<file path="src/rtl/tfp_pkg.sv">
// Package with the types, codes and quantisation functions of the texel format packer.
package tfp_pkg;

	// Format codes held in the format_mode register.
	localparam logic [2:0] MODE_RGBA32 = 3'd0;
	localparam logic [2:0] MODE_RGB5A3 = 3'd1;
	localparam logic [2:0] MODE_RGB565 = 3'd2;
	localparam logic [2:0] MODE_I8     = 3'd3;
	localparam logic [2:0] MODE_IA4    = 3'd4;

	// Quantisation depths.
	localparam logic [2:0] DEPTH_3 = 3'd3;
	localparam logic [2:0] DEPTH_4 = 3'd4;
	localparam logic [2:0] DEPTH_5 = 3'd5;
	localparam logic [2:0] DEPTH_6 = 3'd6;

	localparam logic [15:0] OPAQUE_BIT    = 16'h8000;
	localparam logic [2:0]  ALPHA3_OPAQUE = 3'd7;

	// Green/blue store of one 4x4 tile.
	localparam int GB_DEPTH = 16;
	localparam int GB_AW    = $clog2(GB_DEPTH);
	localparam int GB_WIDTH = 16;
	localparam logic [GB_AW-1:0] GB_LAST = GB_AW'(GB_DEPTH - 1);

	// Reciprocal of three for sums up to 765: floor(s * 683 / 2048) == floor(s / 3).
	localparam logic [9:0] RECIP3 = 10'd683;
	localparam int RECIP3_SHIFT = 11;

	typedef struct packed {
		logic [7:0] red;
		logic [7:0] green;
		logic [7:0] blue;
		logic [7:0] alpha;
	} pixel_t;

	typedef struct packed {
		logic [15:0] packed_word;
		logic        run_end;
	} texel_t;

	// 8-bit level of a code by bit replication.
	function automatic logic [7:0] expand_code(input logic [5:0] code, input logic [2:0] depth);
		logic [7:0] lvl;
		case (depth)
			DEPTH_3: lvl = {code[2:0], code[2:0], code[2:1]};
			DEPTH_4: lvl = {code[3:0], code[3:0]};
			DEPTH_5: lvl = {code[4:0], code[4:2]};
			default: lvl = {code[5:0], code[5:4]};
		endcase
		return lvl;
	endfunction

	// Nearest replicated level; ties go to the smaller code. The candidate with the
	// same top bits as the value is checked against its two neighbours only.
	function automatic logic [5:0] quantize(input logic [7:0] value, input logic [2:0] depth);
		logic [5:0] c0;
		logic [5:0] cmax;
		logic [7:0] l0;
		logic [7:0] lm;
		logic [7:0] lp;
		logic [5:0] best;
		case (depth)
			DEPTH_3: begin
				c0 = {3'd0, value[7:5]};
				cmax = 6'd7;
			end
			DEPTH_4: begin
				c0 = {2'd0, value[7:4]};
				cmax = 6'd15;
			end
			DEPTH_5: begin
				c0 = {1'd0, value[7:3]};
				cmax = 6'd31;
			end
			default: begin
				c0 = value[7:2];
				cmax = 6'd63;
			end
		endcase
		l0 = expand_code(c0, depth);
		lm = expand_code(c0 - 6'd1, depth);
		lp = expand_code(c0 + 6'd1, depth);
		best = c0;
		if (value < l0 && c0 != 6'd0) begin
			if ((value - lm) <= (l0 - value)) begin
				best = c0 - 6'd1;
			end
		end else if (value > l0 && c0 != cmax) begin
			if ((lp - value) < (value - l0)) begin
				best = c0 + 6'd1;
			end
		end
		return best;
	endfunction

	// Intensity (r + g + b) / 3 by a reciprocal multiply.
	function automatic logic [7:0] intensity(input logic [7:0] r, input logic [7:0] g,
			input logic [7:0] b);
		logic [9:0]  sum;
		logic [19:0] prod;
		sum = {2'd0, r} + {2'd0, g} + {2'd0, b};
		prod = sum * RECIP3;
		return prod[RECIP3_SHIFT+7:RECIP3_SHIFT];
	endfunction

endpackage

</file>
<file path="src/rtl/tfp_ram.sv">
// Generic single-port-write, single-port-read synchronous RAM with registered read data.
module tfp_ram #(
	parameter int WIDTH = 16,
	parameter int DEPTH = 16
) (
	input  logic                     clk,
	input  logic                     we,
	input  logic [$clog2(DEPTH)-1:0] waddr,
	input  logic [WIDTH-1:0]         wdata,
	input  logic                     re,
	input  logic [$clog2(DEPTH)-1:0] raddr,
	output logic [WIDTH-1:0]         rdata
);

	logic [WIDTH-1:0] mem_q [DEPTH];

	// Write port.
	always_ff @(posedge clk) begin
		if (we) begin
			mem_q[waddr] <= wdata;
		end
	end

	// Read port; the data holds until the next read.
	always_ff @(posedge clk) begin
		if (re) begin
			rdata <= mem_q[raddr];
		end
	end

endmodule

</file>
<file path="src/rtl/tfp_encoder.sv">
// Pixel register and format encoder of the texel format packer.
module tfp_encoder import tfp_pkg::*; (
	input  logic        clk,
	input  logic        load,
	input  pixel_t      pix,
	input  logic [2:0]  mode,
	output logic [15:0] word
);

	pixel_t pix_s1;

	logic [2:0] a3;
	logic [3:0] a4, r4, g4, b4, i4;
	logic [4:0] r5, g5, b5;
	logic [5:0] g6;
	logic [7:0] inten;
	logic [5:0] q_a3, q_a4, q_r4, q_g4, q_b4, q_i4, q_r5, q_g5, q_b5;

	// Capture the pixel when the transaction is accepted.
	always_ff @(posedge clk) begin
		if (load) begin
			pix_s1 <= pix;
		end
	end

	// Channel quantisers for every depth the formats use.
	always_comb begin
		inten = intensity(pix_s1.red, pix_s1.green, pix_s1.blue);
		q_a3 = quantize(pix_s1.alpha, DEPTH_3);
		q_a4 = quantize(pix_s1.alpha, DEPTH_4);
		q_r4 = quantize(pix_s1.red, DEPTH_4);
		q_g4 = quantize(pix_s1.green, DEPTH_4);
		q_b4 = quantize(pix_s1.blue, DEPTH_4);
		q_i4 = quantize(inten, DEPTH_4);
		q_r5 = quantize(pix_s1.red, DEPTH_5);
		q_g5 = quantize(pix_s1.green, DEPTH_5);
		q_b5 = quantize(pix_s1.blue, DEPTH_5);
		g6 = quantize(pix_s1.green, DEPTH_6);
		a3 = q_a3[2:0];
		a4 = q_a4[3:0];
		r4 = q_r4[3:0];
		g4 = q_g4[3:0];
		b4 = q_b4[3:0];
		i4 = q_i4[3:0];
		r5 = q_r5[4:0];
		g5 = q_g5[4:0];
		b5 = q_b5[4:0];
	end

	// Format selection.
	always_comb begin
		unique case (mode)
			MODE_RGBA32: word = {pix_s1.alpha, pix_s1.red};
			MODE_RGB5A3: begin
				if (a3 < ALPHA3_OPAQUE) begin
					word = {1'b0, a3, r4, g4, b4};
				end else begin
					word = OPAQUE_BIT | {1'b0, r5, g5, b5};
				end
			end
			MODE_RGB565: word = {r5, g6, b5};
			MODE_I8:     word = {8'd0, inten};
			MODE_IA4:    word = {8'd0, a4, i4};
			default:     word = 16'd0;
		endcase
	end

endmodule

</file>
<file path="src/rtl/texel_format_packer_top.sv">
// Top level of the texel format packer: control, tile store and output register.
//
// One pixel transaction is accepted, then encoded into the output register, after which
// the next pixel may be accepted. In RGBA32 mode the green/blue halves go into a
// 16-entry store RAM; the sixteenth pixel of a tile adds a flush (a read set-up, then
// one stored word per cycle through the RAM's single read port while the output is
// not stalled), during which no pixel is accepted. Stalls on the output also hold the
// encode step. Codes 5 to 7 in format_mode give no texel for a pixel.
module texel_format_packer_top import tfp_pkg::*; (
	input  logic       clk,
	input  logic       arst_n,
	input  logic       pix_valid,
	output logic       pix_ready,
	input  pixel_t     pix,
	output logic       tex_valid,
	input  logic       tex_ready,
	output texel_t     tex,
	input  logic       cfg_we,
	input  logic [2:0] cfg_data
);

	localparam logic [1:0] ST_IDLE    = 2'd0;
	localparam logic [1:0] ST_ENC     = 2'd1;
	localparam logic [1:0] ST_FL_READ = 2'd2;
	localparam logic [1:0] ST_FL_EMIT = 2'd3;

	logic [1:0]       state_q;
	logic [2:0]       format_mode_q;
	logic [GB_AW-1:0] tile_slot_q;
	logic [GB_AW-1:0] rd_idx_q;
	logic             flush_q;
	logic             tex_valid_q;
	texel_t           tex_q;

	logic             accept;
	logic             out_free;
	logic             load_enc;
	logic             load_fl;
	logic             gb_we;
	logic             gb_re;
	logic [GB_AW-1:0] gb_raddr;
	logic [15:0]      gb_rdata;
	logic [15:0]      enc_word;
	logic             mode_rgba32;
	logic             mode_known;

	assign pix_ready   = (state_q == ST_IDLE);
	assign accept      = pix_valid && pix_ready;
	assign out_free    = !tex_valid_q || tex_ready;
	assign mode_rgba32 = (format_mode_q == MODE_RGBA32);
	assign mode_known  = (format_mode_q <= MODE_IA4);
	assign load_enc    = (state_q == ST_ENC) && mode_known && out_free;
	assign load_fl     = (state_q == ST_FL_EMIT) && out_free;
	assign gb_we       = accept && mode_rgba32;

	// Stored words are read ahead so that one leaves per cycle during a flush while the output is not stalled.
	assign gb_re    = (state_q == ST_FL_READ) || (load_fl && rd_idx_q != GB_LAST);
	assign gb_raddr = (state_q == ST_FL_READ) ? rd_idx_q : rd_idx_q + GB_AW'(1);

	tfp_encoder u_enc (
		.clk  (clk),
		.load (accept),
		.pix  (pix),
		.mode (format_mode_q),
		.word (enc_word)
	);

	tfp_ram #(
		.WIDTH (GB_WIDTH),
		.DEPTH (GB_DEPTH)
	) u_gb_ram (
		.clk   (clk),
		.we    (gb_we),
		.waddr (tile_slot_q),
		.wdata ({pix.green, pix.blue}),
		.re    (gb_re),
		.raddr (gb_raddr),
		.rdata (gb_rdata)
	);

	// Format register.
	always_ff @(posedge clk or negedge arst_n) begin
		if (!arst_n) begin
			format_mode_q <= MODE_RGBA32;
		end else if (cfg_we) begin
			format_mode_q <= cfg_data;
		end
	end

	// Sequencer: encode one pixel, then flush the tile store when the tile is full.
	always_ff @(posedge clk or negedge arst_n) begin
		if (!arst_n) begin
			state_q     <= ST_IDLE;
			tile_slot_q <= '0;
			rd_idx_q    <= '0;
			flush_q     <= 1'b0;
		end else begin
			unique case (state_q)
				ST_IDLE: begin
					if (accept) begin
						state_q <= ST_ENC;
						flush_q <= mode_rgba32 && (tile_slot_q == GB_LAST);
						if (mode_rgba32) begin
							tile_slot_q <= tile_slot_q + GB_AW'(1);
						end
					end
				end
				ST_ENC: begin
					if (!mode_known) begin
						state_q <= ST_IDLE;
					end else if (out_free) begin
						rd_idx_q <= '0;
						state_q  <= (mode_rgba32 && flush_q) ? ST_FL_READ : ST_IDLE;
					end
				end
				ST_FL_READ: begin
					state_q <= ST_FL_EMIT;
				end
				ST_FL_EMIT: begin
					if (out_free) begin
						if (rd_idx_q == GB_LAST) begin
							state_q <= ST_IDLE;
						end else begin
							rd_idx_q <= rd_idx_q + GB_AW'(1);
						end
					end
				end
				default: state_q <= ST_IDLE;
			endcase
		end
	end

	// Output register valid flag.
	always_ff @(posedge clk or negedge arst_n) begin
		if (!arst_n) begin
			tex_valid_q <= 1'b0;
		end else if (load_enc || load_fl) begin
			tex_valid_q <= 1'b1;
		end else if (tex_ready) begin
			tex_valid_q <= 1'b0;
		end
	end

	// Output register payload.
	always_ff @(posedge clk) begin
		if (load_enc) begin
			tex_q.packed_word <= enc_word;
			tex_q.run_end     <= !(mode_rgba32 && flush_q);
		end else if (load_fl) begin
			tex_q.packed_word <= gb_rdata;
			tex_q.run_end     <= (rd_idx_q == GB_LAST);
		end
	end

	assign tex_valid = tex_valid_q;
	assign tex       = tex_q;

endmodule

</file>
<file path="config.mk">
export PLATFORM = sky130hd
export DESIGN_NAME = texel_format_packer_top
export DESIGN_NICKNAME = d
export VERILOG_FILES = /design/src/rtl/tfp_pkg.sv /design/src/rtl/tfp_ram.sv /design/src/rtl/tfp_encoder.sv /design/src/rtl/texel_format_packer_top.sv
export SDC_FILE = /design/constraint.sdc
export NUM_CORES = 1
export LEC_CHECK = 0
export BUFFER_PORTS_ARGS = -buffer_cell sky130_fd_sc_hd__buf_2
export CAP_MARGIN = 20
export CORE_ASPECT_RATIO = 1.1
export CORE_UTILIZATION = 40
export DETAILED_ROUTE_END_ITERATION = 16
export PLACE_DENSITY_LB_ADDON = 0.2
export SLEW_MARGIN = 20
export SYNTH_ARGS = -nofsm -noshare
export SYNTH_HDL_FRONTEND = slang
export SYNTH_SLANG_ARGS = --single-unit
</file>
<file path="constraint.sdc">
create_clock -name clk -period 11.3 [get_ports clk]
set_input_delay 1.695 -clock clk [delete_from_list [all_inputs] [get_ports clk]]
set_output_delay 1.695 -clock clk [all_outputs]
set_load 0.005 [all_outputs]
</file>
==> flow_summary_export.csv <==
group,metric,value,unit
status,status,"finished clean",
timing,setup_violations,0,
die,rows,100,
synth,syn_inst,2445,
timing,tns,0,ns
detailed_routing,drt_iter0_markers,1268,
die,die_h,278,um
cts,cts_num_sinks,336,
detailed_routing,via_per_inst,5.58,
timing,worstMarginPinSlew,1.03,ns
detailed_routing,wl_per_cell,21.3,um
global_routing,grt_pass1_vias,19900,
cts,clock_latency,0.56,ns
synth,async_flop_share,0.0446,
synth,synth-edff-count,321,
cts,cts-root-buf,"clkbuf_16",
synth,syn-num-nets,2983,
synth,yosysMostFrequentCell,"ha_1",
final_layout,nets,3055,
timing,rsz0062_at_grt,"no",
cts,cts_tree,"done",
worst_setup_path,cpLargestDelayFamily,"adder cells",
timing,drv_slew,0,
detailed_routing,first_pass_iters,5,
synth,yosysSeqAreaShare,0.361,
worst_setup_path,crit_path_end_kind,"flop",
synth,ys_top_cells_by_area,"edfxtp_1 (35%), ha_1 (19%), mux4_2 (6.5%), fa_1 (5.3%), xnor2_1 (4.7%)",
detailed_routing,ant_nets,0,
worst_setup_path,crit_buf_inv,5,
worst_setup_path,crit_arrival,10.85,ns
die,design.core.area,0.0682,sq mm
die,die_w,253,um
cts,clk_transition_reported_paths,0.07,ns
timing,fmax,94.8,MHz
synth,synth_area,0.0278,sq mm
die,io_pins,59,
synth,ys_ff_latch,336,
worst_setup_path,slowest_delay,0.53,ns
global_routing,antenna_found_initial,6,
min_path,hp-class,"reg -> reg",
die,die_area,0.0705,sq mm
synth,avgSynthCellArea,11.4,sq um
worst_setup_path,start_kind,"flop",
timing,setup_ws,0.748,ns
cts,htree_num_levels,2,
synth,ys_top_cells_by_count,"ha_1 (425), edfxtp_1 (321), inv_1 (206)",
final_layout,synthToLayoutAreaGrowth,10.3,%
synth,synth_flop_cell,"edfxtp_1",
synth,yosysWarnings,0,
cts,cts_inserted_buffers,37,
timing,timing.final.crit_share,0.934,
job,drv_cap,0,
worst_setup_path,crit_type,"reg -> reg",
global_routing,grt_overflow,0,
synth,yosys.area.top_type_share,0.347,
global_routing,grt_max_degree,65,
timing,hold_violations,0,
global_routing,grt_pass1_wl,116000,um
worst_setup_path,path_common_cell,"ha_1",
die,initial_core_util,0.407,
placed_design,dp_hpwl,55000,um
synth,synth_largest_area_cell,"edfxtp_1",
timing,slew_headroom,0.311,
detailed_routing,drcViolationCount,0,
synth,synthDistinctLibCells,96,
worst_setup_path,worstPathMaxFanout,13,
detailed_routing,vias,19300,
global_routing,grt_use_total,0.212,
cts,clk_path_buf_depth,3,
timing,period_minus_slack,10.55,ns
timing,skew,0.0132,ns
detailed_routing,wirelength,73800,um
worst_setup_path,worst-endpoint-required,11.60,ns
worst_setup_path,cp_slowest_cell,"or4b_4",
placed_design,place_ws,0.491,ns
placed_design,io_buffers,58,
placed_design,globalplace.congestion,0.926,
final_layout,drive_gt1_frac,0.118,
## layout by cell type, fill, tap and decap left out, types with 7 or more instances in the layout
cell type	instances
a211oi_1	24
a21o_1	77
a21oi_1	142
a221oi_1	12
a22oi_1	10
a31oi_1	26
a32oi_1	8
and2_1	15
and3_1	19
buf_2	58
buf_4	56
clkbuf_1	7
clkbuf_16	37
clkinv_1	12
dfrtp_1	15
edfxtp_1	321
fa_1	73
ha_1	424
inv_1	205
mux2i_1	17
mux4_2	80
nand2_1	84
nand2b_1	37
nand3_1	34
nand4_1	18
nor2_1	124
nor2_2	12
nor2b_1	51
nor3_1	26
nor3_2	7
o211ai_1	8
o21a_1	24
o21ai_0	98
o21bai_1	24
o22ai_1	10
o31ai_1	7
xnor2_1	146
xor2_1	50
## logic make-up after synthesis
logic type,Yosys count,share of synthesized area
AOI/OAI and AO/OA,549,0.132
adders and majority gates,498,0.244
and+or+nand+nor,462,0.0838
DFF,336,0.361
buffers and inverters,294,0.0406
xor gates and xnor gates,202,0.0657
muxes,103,0.0735
other,1,0.000135
## layer usage
metal	vias to the layer above	GRT usage	routed length [um]
li1	9167	-	-
met1	9642	0.276	32600
met2	413	0.375	36800
met3	91	0.0236	3080
met4	8	0.0449	1240
met5	-	0	46
## path summary, 6_finish.rpt
check | cells past startpoint | endpoint | slack, ns | startpoint
setup / recovery | 40 | tex[2] | 0.75 | u_enc.pix_s1[25]
hold / removal | 1 | flush_q | 0.55 | flush_q
setup reg to reg | 40 | tex[2] | 0.75 | u_enc.pix_s1[25]
hold reg to reg | 1 | flush_q | 0.55 | flush_q
max in group asynchronous | 1 | tile_slot_q[1] | 9.89 | arst_n
min in group asynchronous | 1 | format_mode_q[0] | 1.08 | arst_n
## timing repair
| item | 4_1_cts | 5_1_grt |
|---|---|---|
| setup buffers | 0 | 2 |
| endpoints found under the setup margin | 0 | 3 |
| hold buffers | 0 | 0 |
| resized for setup | 0 | 3 |
## final cells by class
class                      count  area (sq um)
antenna                        1          2.50
timing repair buffer         114           711
tap                          918          1150
clock buffer                  47           993
inverter                     213           802
clock inverter                17           206
fill                        6270         37600
multi-input combinational   1815         16800
sequential                   336         10000
## registers in the layout (all words and copies together) (netlist names), named ones only
name,flops
u_gb_ram.mem_q,256
u_enc.pix_s1,32
tex,17
u_gb_ram.rdata,16
rd_idx_q,4
tile_slot_q,4
format_mode_q,3
flush_q,1
state_q,1
tex_valid,1
## metrics by stage
step | hold WS [ns] | util | instances | area (sq um)
5_1_grt | 0.563 | 0.449 | 3461 | 30600
3_5_place_dp | 0.524 | 0.431 | 3394 | 29400
6_report | 0.545 | 0.449 | 3461 | 30600
3_3_place_gp | 0.538 | 0.431 | 3394 | 29400
2_1_floorplan | 0.472 | - | 2445 | 27800
4_1_cts | 0.537 | 0.449 | 3458 | 30600
Power is not shown: default switching activity piles up to over one toggle a cycle in this logic, so the estimate is an artifact.
